$ cat src/design/depth_sorted_hit_list_core_defines.svh
// ---------------------------------------------------------------------------
// depth_sorted_hit_list_core_defines
// assertion macros used by the hit list core
// ---------------------------------------------------------------------------
`ifndef DEPTH_SORTED_HIT_LIST_CORE_DEFINES_SVH
`define DEPTH_SORTED_HIT_LIST_CORE_DEFINES_SVH

// checked property, off while in reset
`define DSHL_ASSERT(lbl, prop, msg) \
    lbl: assert property (@(posedge clk) disable iff (!rst_n) prop) else $error(msg);

// checked property, also during reset
`define DSHL_ASSERT_ALWAYS(lbl, prop, msg) \
    lbl: assert property (@(posedge clk) prop) else $error(msg);

`endif

$ cat src/design/dshl_pkg.sv
// ---------------------------------------------------------------------------
// dshl_pkg
// types and constants shared by the hit list core and its cells
// ---------------------------------------------------------------------------
package dshl_pkg;

    localparam int HIT_CAPACITY_DEF = 16;
    localparam int MASK_W           = 10;
    localparam int ID_W             = 32;
    localparam int DIST_W           = 32;
    localparam int DIST_VALID_BIT   = 5;

    localparam logic [1:0] CMD_ADD   = 2'd0;
    localparam logic [1:0] CMD_READ  = 2'd1;
    localparam logic [1:0] CMD_CLEAR = 2'd2;

    localparam logic [1:0] MODE_UNSORTED  = 2'd0;
    localparam logic [1:0] MODE_NEAR_FAR  = 2'd1;
    localparam logic [1:0] MODE_FAR_NEAR  = 2'd2;

    typedef struct packed {
        logic [MASK_W-1:0]        mask;
        logic signed [ID_W-1:0]   pick_id;
        logic [DIST_W-1:0]        distance;
    } entry_t;

    typedef struct packed {
        logic add_en;
        logic sorted;
        logic far_near;
    } cell_ctrl_t;

endpackage

$ cat src/design/depth_sorted_hit_list_core.sv
// the done strobe and the result are registered and come in the cycle after an accepted start
// throughput: one transaction per cycle, busy never rises
// each add resolves in a single pass along the slot chain (ripple of found flags)
// results cannot be stalled by the receiver
// reset: asynchronous, clears the hit count, sort mode and done strobe
// ---------------------------------------------------------------------------
// depth_sorted_hit_list_core
// bounded pick hit list in a chain of slot cells; near-far and far-near modes sort by distance
// ---------------------------------------------------------------------------
`include "depth_sorted_hit_list_core_defines.svh"

module depth_sorted_hit_list_core #(
    parameter int HIT_CAPACITY = dshl_pkg::HIT_CAPACITY_DEF,
    localparam int CW = $clog2(HIT_CAPACITY + 1)
) (
    input  logic                              clk,
    input  logic                              rst_n,
    input  logic                              start,
    output logic                              busy,
    input  logic [1:0]                        cmd,
    input  logic [dshl_pkg::MASK_W-1:0]       hit_mask,
    input  logic signed [dshl_pkg::ID_W-1:0]  hit_pick_id,
    input  logic [dshl_pkg::DIST_W-1:0]       hit_distance,
    input  logic [3:0]                        read_index,
    input  logic [3:0]                        detail_select,
    input  logic                              cfg_we,
    input  logic [1:0]                        cfg_wdata,
    output logic                              done,
    output logic                              ok,
    output logic [CW-1:0]                     count_now,
    output logic [dshl_pkg::MASK_W-1:0]       read_mask,
    output logic signed [dshl_pkg::ID_W-1:0]  read_pick_id,
    output logic [dshl_pkg::DIST_W-1:0]       read_distance,
    output logic                              detail_ok
);

    logic [1:0]           sort_mode_reg;
    logic [CW-1:0]        count_reg;
    logic [CW-1:0]        count_next;
    logic                 done_reg;
    logic                 ok_reg;
    logic                 ok_next;
    logic                 dok_reg;
    logic                 dok_next;
    dshl_pkg::entry_t     rd_reg;
    dshl_pkg::entry_t     rd_next;
    dshl_pkg::entry_t     rd_entry;
    dshl_pkg::entry_t     new_hit;
    dshl_pkg::cell_ctrl_t ctrl;
    dshl_pkg::entry_t     cell_q [HIT_CAPACITY];
    logic [HIT_CAPACITY:0] found;
    logic                 full;
    logic                 rd_valid;
    logic                 new_dvalid;
    logic                 mode_sorted;
    logic                 prepend;

    assign busy       = 1'b0;
    assign full       = (count_reg == CW'(HIT_CAPACITY));
    assign new_dvalid = hit_mask[dshl_pkg::DIST_VALID_BIT];
    assign mode_sorted = (sort_mode_reg == dshl_pkg::MODE_NEAR_FAR) ||
                         (sort_mode_reg == dshl_pkg::MODE_FAR_NEAR);
    assign prepend    = new_dvalid && !mode_sorted;

    assign new_hit.mask     = hit_mask;
    assign new_hit.pick_id  = hit_pick_id;
    assign new_hit.distance = hit_distance;

    assign ctrl.add_en   = start && (cmd == dshl_pkg::CMD_ADD) && !full;
    assign ctrl.sorted   = new_dvalid && mode_sorted;
    assign ctrl.far_near = (sort_mode_reg == dshl_pkg::MODE_FAR_NEAR);

    assign found[0] = 1'b0;

    for (genvar i = 0; i < HIT_CAPACITY; i++)
    begin : g_cell
        dshl_cell u_cell (
            .clk        (clk),
            .ctrl       (ctrl),
            .head       ((i == 0) && prepend),
            .occupied   (CW'(i) < count_reg),
            .at_end     (CW'(i) == count_reg),
            .new_hit    (new_hit),
            .left_entry ((i == 0) ? new_hit : cell_q[(i == 0) ? 0 : i - 1]),
            .found_in   (found[i]),
            .found_out  (found[i+1]),
            .entry      (cell_q[i])
        );
    end

    // read port
    always_comb
    begin
        rd_entry = '0;
        for (int i = 0; i < HIT_CAPACITY; i++)
        begin
            if (i == int'(read_index))
            begin
                rd_entry = cell_q[i];
            end
        end
        rd_valid = int'(read_index) < int'(count_reg);
    end

    always_comb
    begin
        count_next = count_reg;
        ok_next    = 1'b0;
        rd_next    = '0;
        dok_next   = 1'b0;
        if (start)
        begin
            unique case (cmd)
                dshl_pkg::CMD_ADD:
                begin
                    if (!full)
                    begin
                        count_next = count_reg + CW'(1);
                        ok_next    = 1'b1;
                    end
                end
                dshl_pkg::CMD_READ:
                begin
                    if (rd_valid)
                    begin
                        ok_next = 1'b1;
                        rd_next = rd_entry;
                        if (detail_select < 4'(dshl_pkg::MASK_W))
                        begin
                            dok_next = rd_entry.mask[detail_select];
                        end
                    end
                end
                dshl_pkg::CMD_CLEAR:
                begin
                    count_next = '0;
                    ok_next    = 1'b1;
                end
                default:
                begin
                    ok_next = 1'b0;
                end
            endcase
        end
    end

    always_ff @(posedge clk or negedge rst_n)
    begin
        if (!rst_n)
        begin
            sort_mode_reg <= dshl_pkg::MODE_UNSORTED;
            count_reg     <= '0;
            done_reg      <= 1'b0;
        end
        else
        begin
            if (cfg_we)
            begin
                sort_mode_reg <= cfg_wdata;
            end
            count_reg <= count_next;
            done_reg  <= start;
        end
    end

    always_ff @(posedge clk)
    begin
        ok_reg  <= ok_next;
        rd_reg  <= rd_next;
        dok_reg <= dok_next;
    end

    assign done          = done_reg;
    assign ok            = ok_reg;
    assign count_now     = count_reg;
    assign read_mask     = rd_reg.mask;
    assign read_pick_id  = rd_reg.pick_id;
    assign read_distance = rd_reg.distance;
    assign detail_ok     = dok_reg;

    `DSHL_ASSERT_ALWAYS(a_count_bound, count_reg <= CW'(HIT_CAPACITY), "hit count beyond capacity")
    `DSHL_ASSERT(a_done_follows, (start && !busy) |=> done, "missing done after transaction")
    `DSHL_ASSERT(a_no_spurious_done, !start |=> !done, "done without transaction")
    `DSHL_ASSERT(a_full_reject, (start && cmd == dshl_pkg::CMD_ADD && full) |=> (full && !ok), "add accepted on full list")
    `DSHL_ASSERT(a_add_count, (start && cmd == dshl_pkg::CMD_ADD && !full) |=> (count_reg == $past(count_reg) + CW'(1)), "add did not grow count")
    `DSHL_ASSERT(a_clear_count, (start && cmd == dshl_pkg::CMD_CLEAR) |=> (count_reg == '0 && ok), "clear did not empty list")

endmodule

$ cat src/design/dshl_cell.sv
// ---------------------------------------------------------------------------
// dshl_cell
// one list slot: compares the new hit against its entry and either holds,
// takes the new hit, or takes its left neighbor's entry
// ---------------------------------------------------------------------------
module dshl_cell (
    input  logic                 clk,
    input  dshl_pkg::cell_ctrl_t ctrl,
    input  logic                 head,
    input  logic                 occupied,
    input  logic                 at_end,
    input  dshl_pkg::entry_t     new_hit,
    input  dshl_pkg::entry_t     left_entry,
    input  logic                 found_in,
    output logic                 found_out,
    output dshl_pkg::entry_t     entry
);

    dshl_pkg::entry_t entry_reg;
    dshl_pkg::entry_t entry_next;
    logic             dist_hit;
    logic             qual;

    always_comb
    begin
        if (ctrl.far_near)
        begin
            dist_hit = entry_reg.distance < new_hit.distance;
        end
        else
        begin
            dist_hit = entry_reg.distance > new_hit.distance;
        end
        qual = head | (ctrl.sorted & occupied &
                       entry_reg.mask[dshl_pkg::DIST_VALID_BIT] & dist_hit);
    end

    assign found_out = found_in | qual;

    always_comb
    begin
        entry_next = entry_reg;
        if (ctrl.add_en)
        begin
            priority if (found_in)
            begin
                entry_next = left_entry;
            end
            else if (qual || at_end)
            begin
                entry_next = new_hit;
            end
            else
            begin
                entry_next = entry_reg;
            end
        end
    end

    always_ff @(posedge clk)
    begin
        entry_reg <= entry_next;
    end

    assign entry = entry_reg;

endmodule
$ cat config.mk
export PLATFORM = sky130hd
export DESIGN_NAME = depth_sorted_hit_list_core
export DESIGN_NICKNAME = d
export VERILOG_FILES = /design/src/design/dshl_pkg.sv /design/src/design/depth_sorted_hit_list_core.sv /design/src/design/dshl_cell.sv
export VERILOG_INCLUDE_DIRS = /design/src /design/src/design
export SDC_FILE = /design/constraint.sdc
export NUM_CORES = 2
export LEC_CHECK = 0
export CAP_MARGIN = 10
export CORE_MARGIN = 3
export CORE_UTILIZATION = 60
export CTS_CLUSTER_DIAMETER = 120
export CTS_CLUSTER_SIZE = 20
export DETAILED_ROUTE_END_ITERATION = 16
export DONT_BUFFER_PORTS = 1
export PLACE_DENSITY = 0.76
export SYNTH_ARGS = -nofsm -noshare
export SYNTH_HDL_FRONTEND = slang
export SYNTH_SLANG_ARGS = --single-unit
$ cat constraint.sdc
create_clock -name clk -period 8.63 [get_ports clk]
set_input_delay 1.726 -clock clk [delete_from_list [all_inputs] [get_ports clk]]
set_output_delay 1.726 -clock clk [all_outputs]
set_load 0.02 [all_outputs]
## After elaboration in Yosys (flattened, before gate mapping)

Cells that the tools add are included.
W data, S select, Z words.

| cells by class | value |
|---|---|
| bitwise logic cells | 63 |
| add/subtract/negate cells | 1 |
| equal/unequal tests | 36 |
| $lt $le $gt $ge | 51 |
| reductions and logical operators | 61 |
| muxes and demuxes | 69 |

Operator list:

| kind | count |
|---|---|
| $mux W74 | 46 |
| $gt A32 B32 Y1 | 16 |
| $lt A32 B32 Y1 | 16 |
| $and A1 B1 Y1 | 48 |
| $eq A4 B5 Y1 const A | 8 |
| $lt A4 B5 Y1 const A | 8 |
| $eq A4 B4 Y1 const A | 8 |
| $reduce_and A2 Y1 | 16 |
| $reduce_bool A2 Y1 | 16 |
| $eq A3 B5 Y1 const A | 4 |
| $lt A3 B5 Y1 const A | 4 |
| $mux W1 | 19 |
| $logic_or A1 B1 Y1 | 17 |
| $eq A3 B4 Y1 const A | 4 |
| $or A1 B1 Y1 | 15 |
| $eq A2 B5 Y1 const A | 2 |
| $lt A1 B5 Y1 const A | 2 |
| $lt A2 B5 Y1 const A | 2 |
| $pmux W5 S2 | 1 |
| $eq A2 B4 Y1 const A | 2 |
| $reduce_and A3 Y1 | 2 |
| $add A5 B1 Y5 const B | 1 |
| $eq A1 B5 Y1 const A | 1 |
| $eq A5 B5 Y1 const B | 1 |
| other kinds (16) | 22 |

| storage, ports and cells | value |
|---|---|
| word-level logic and storage cells | 337 |
| bits in registers | 1,268 |

## Longest topological paths before layout

| logic depth | value |
|---|---|
| depth after elaboration | 23 |
| mapped depth | 17 |
| gate-level depth less buffers | 12 |

## By module

Synthesis repeated with hierarchy kept, for this count alone.

| unflattened totals | value |
|---|---|
| cell total of the unflattened synthesis | 6,992 |
| area, all modules | 76,017.9 sq um |

Modules (own cells, without submodules):

| module | seq. area each (sq um) | area an instance (sq um) | times used | cells each |
|---|---|---|---|---|
| dshl_cell at g_cell[0].u_cell ... | 2,222.1 | 3,885.0 | 10 | 311 |
| dshl_cell at g_cell[4].u_cell ... | 2,222.1 | 3,880.0 | 6 | 312 |
| depth_sorted_hit_list_core | 1,721.7 | 13,888.3 | 1 | 2,010 |

## Least setup slack after synthesis

No wires, ideal clock.

| timing | value |
|---|---|
| path type | input -> register |
| start point | in hit_distance[17] in the netlist's numbering |
| end point | reg g_cell[3].u_cell.entry_reg (netlist bit g_cell[3].u_cell.entry[0]), enable pin |
| stages on the path | 13 |
| path slack | -447 ps |
| data required time | 8,080 ps |
| setup time | 550 ps |
| arrival time | 8,527 ps |
| cells stage by stage | inv_1 -> ha_1 -> a21o_1 -> a211oi_1 -> nor2_1 -> o41ai_1 -> o211a_1 -> or4bb_1 -> and3b_1 -> buf_4 -> clkbuf_1 -> clkbuf_1 -> a31oi_1 |

| between the ends | value |
|---|---|
| longest elaborated chain between the ends | 8 |
| elaborated cells on any way between the ends | 22 |
| those cells by class | order compare (8); mux (4); bitwise (7); reduce/logical (3) |

RTL lines:

| item | RTL line | source |
|---|---|---|
| start: declaration | depth_sorted_hit_list_core.sv:23 | `input logic [dshl_pkg::DIST_W-1:0] hit_distance,` |
| $gt A32 B32 Y1 or $lt A32 B32 Y1 (tied branches) | dshl_cell.sv:32, dshl_cell.sv:28 |  |
| $mux W1 | dshl_cell.sv:26 | `if (ctrl.far_near)` |
| $and A1 B1 Y1 | dshl_cell.sv:35 | `entry_reg.mask[dshl_pkg::DIST_VALID_BIT] & dist_hit);` |
| $or A1 B1 Y1 | dshl_cell.sv:34 | `qual = head \| (ctrl.sorted & occupied &` |
| $or A1 B1 Y1 (2 in series) | dshl_cell.sv:38 | `assign found_out = found_in \| qual;` |
| $reduce_bool A2 Y1 (no source line) (*) | n/a |  |
| $reduce_and A2 Y1 (no source line) (*) | n/a |  |
| end signal: assignment | dshl_cell.sv:62 | `entry_reg <= entry_next;` |
| end: declaration | dshl_cell.sv:19 | `dshl_pkg::entry_t entry_reg;` |

Mark *: on every way between the ends. The rest lies on a longest branch, timed or not.
A chain may end at the register's enable or synchronous reset.

## Final worst setup path

| timing | value |
|---|---|
| start point | in hit_distance[18] in the netlist's numbering |
| end point | reg g_cell[7].u_cell.entry_reg (netlist bit g_cell[7].u_cell.entry[40]), enable pin |

| between the ends | value |
|---|---|
| longest elaborated chain between the ends | 12 |
| elaborated cells on any way between the ends | 42 |
| those cells by class | order compare (16); mux (8); bitwise (15); reduce/logical (3) |

RTL lines:

| item | RTL line |
|---|---|
| $gt A32 B32 Y1 or $lt A32 B32 Y1 (tied branches) | dshl_cell.sv:32, dshl_cell.sv:28 |
| $mux W1 | dshl_cell.sv:26 |
| $and A1 B1 Y1 | dshl_cell.sv:35 |
| $or A1 B1 Y1 | dshl_cell.sv:34 |
| $or A1 B1 Y1 (6 in series) | dshl_cell.sv:38 |
| $reduce_bool A2 Y1 (no source line) (*) | n/a |
| $reduce_and A2 Y1 (no source line) (*) | n/a |
| end signal: assignment | dshl_cell.sv:62 |
| end: declaration | dshl_cell.sv:19 |

Marks and branches as above.

==> summary.txt <==
status = finished clean
total CTS buffers = 73
worst path arrival time = 6980 ps
max incr delay on CP = 910 ps
post-synthesis register bit count = 1268
top_reg_cell synth = edfxtp_1
gr usage total = 39.2%
post-synth cell types = 82
Detailed Route Iter0 Violations = 8417
Final Slew Violations = 0
initial antenna violation count = 8
DR vias = 54200
max reg flops = 1184
gpl congestion = 0.992
Crit Path Class = input port to flop
Clock Tree Root = clkbuf_16
critical path launch point type = input port
CTS tree = built
EDFF count, synth = 1184
Util after Layout = 64.2%
Max Cap Viol = 0
dpl ws = 1450 ps
die width = 351 um
fmax = 150 MHz
Crit path required time = 8930 ps
largest family of logic cells by synthesized area = multiplexers
unrepaired setup endpoints after global routing = no
Longest Clk Path Bufs = 3
cell count after synthesis = 5874
worst slew pin tran = 1330 ps
share of cells above drive strength 1 = 21.0%
CTS-repair resized insts = 0
commonest non-fill, non-tap cells in the layout = edfxtp_1 (1184), mux2_2 (857), o21ai_0 (693), ha_1 (519), nand2_1 (431)
DR pass1 iterations = 10
crit path buf inv count = 3
dominant cell type by area after synthesis = edfxtp_1
nets@finish = 6343
P per Cell Area = 179 mW/mm^2
Tmin final = 6680 ps
adder-cell share of the synthesized area = 9.08%
total power = 0.0136 W
die area = 0.123 mm^2
HPWL Detailed = 159 mm
top cell type's share of synthesized area = 49.7%
CTS sink count = 1268
post-CTS setup buffer count = 0
Hold WC Path Type = flop to flop
# setup viols final = 0
commonest non-fill, non-tap cell in the layout = edfxtp_1
Die Span Y = 351 um
async set-reset flop share out of synthesis = 0.631%
first-pass GRT wire length = 355 mm
Skew-Pair Late Insertion Delay = 710 ps
Seq/Total Area, Yosys = 52.1%
Post-CTS Hold Buffers = 0
DRT Wirelength = 247 mm
wire length per cell = 33.6 um
simple-gate area share of the yosys netlist = 7.03%
yosys warns = 0
CP delay by family, top = compound AO/OA/AOI/OAI gates
crit path capture type = flop
post-synth net total = 6483
synthesis-to-finish area growth = 6.17%
port buffer count = 0
Worst-path clk slew = 90 ps
leakage = 26.4 nW
Site Rows = 126
largest net degree at the start of global routing = 227
DR vias/cell = 7.39
Synth area leaders = edfxtp_1 (50%), mux2_2 (13%), ha_1 (9.1%)
CP Max Fanout = 52
skew final = 47.9 ps
Post-Syn Area per Cell = 12.2 um^2
FILL cells = 8837
ANT nets after route = 0
compound-gate portion of the synthesized area = 13.1%
CP max stage cell = a21oi_4
Initial Utilization = 60.5%
post-synthesis mux area share = 16.1%
final period utilization = 77.4%
mapped cell area = 0.0716 mm^2
final hold vios = 0
vias in the first global route = 52300
total congestion overflow = 0
post-route setup slack = 1950 ps
DR DRC count = 0
core area = 0.118 mm^2
Synth Area in XOR/XNOR = 0%
H-Tree Level Count = 3
worst-path cell chain = inv_1, buf_4, ha_1, nand2_1, nor2_1, a211oi_1, o21ai_0, a31oi_1, o21ai_0, mux2_2, and4b_1, a21oi_4, buf_4
Peak VDD IR = 0.151 mV
# IOs = 173
Rel. slew slack = 11.2%
Yosys cell counts (8+ instances only):
master	number
dfxtp_1	76
o22ai_1	31
buf_1	39
dfrtp_1	8
mux4_2	16
buf_4	11
edfxtp_1	1184
a22o_1	11
buf_2	56
nor4_1	20
o221ai_1	11
o211ai_1	68
a211oi_1	33
mux2_1	11
a31oi_1	40
clkbuf_1	263
o21ai_0	693
nand2_1	437
nand3_1	66
o21a_1	15
a21oi_1	304
a21o_1	77
a221o_1	13
nor2b_1	29
nor2_1	192
mux2_2	857
a221oi_1	27
and3_1	16
nand2b_1	17
mux2i_1	75
a22oi_1	148
inv_1	84
nand4_1	198
or3_1	9
a211o_1	17
and4_1	10
mux2_4	40
nor3_1	29
ha_1	519
worst register-to-register path, cell delays in order, from the launching register on:
cell and delay (ps):
edfxtp_1 430, ha_1 350, a21oi_1 180, a31oi_1 120, a211oi_1 370, nor4_1 130
nor4_1 690, mux2i_1 230, o21a_1 370, and4b_1 420, a21oi_4 910, buf_4 920
logic make-up (layout without fill, tap and decap cells):
group	count (synthesis)	after routing
AOI/OAI and AO/OA	1565	1565
adders and majority gates	519	519
buffers and inverters	462	381
DFF	1268	1268
muxes	999	999
other	1	8
and+or+nand+nor	1060	1060
path summary, 6_finish.rpt:
path	from	to	slack, ps	cells after the start
worst max-delay path	hit_distance[18]	g_cell[7].u_cell.entry[40]	1950	13
worst min-delay path	g_cell[15].u_cell.entry[63]	read_pick_id[31]	520	2
worst max register to register	g_cell[3].u_cell.entry[3]	g_cell[7].u_cell.entry[40]	3050	11
worst min register to register	g_cell[15].u_cell.entry[63]	read_pick_id[31]	520	2
max in group asynchronous	rst_n	sort_mode_reg[1]	7830	0
min in group asynchronous	rst_n	count_now[0]	730	0
final cells by class:
cell class	instances	area (um^2)	share of cell area, %
Sequential cell	1268	37300	49.1
Clock buffer	128	2080	2.73
Tap cell	1536	1920	2.53
Clock inverter	6	90.1	0.119
Inverter	88	330	0.435
Multi-Input combinational cell	4144	32800	43.2
Timing Repair Buffer	159	1440	1.90
Antenna cell	7	17.5	0.0231
stage by stage:
stage,std cells,setup TNS (ps),area [um^2],hold WS [ps]
floorplan,5874,-49190,71600,448
global placement,7195,0,73800,482
detailed placement,7195,0,73800,471
CTS,7329,0,75900,521
global route,7329,0,75900,561
finish,7336,0,76000,523
where the power goes:
| group | internal [W] | switching (W) |
|---|---|---|
| Sequential | 0.00706 | 0.000121 |
| Clock | 0.00167 | 0.00215 |
| Combinational | 0.00108 | 0.00156 |
metal layers:
| metal | share of wire [%] | track usage (%) | wire, um | vias up |
|---|---|---|---|---|
| li1 | - | - | - | 22600 |
| met1 | 37 | 52.3 | 90400 | 26500 |
| met2 | 42 | 56.8 | 103000 | 4224 |
| met3 | 15 | 13.1 | 37200 | 811 |
| met4 | 6.4 | 20.6 | 15700 | 18 |
| met5 | 0.097 | 0.903 | 240 | - |
Note: power is estimated with default switching activity, not from simulation.
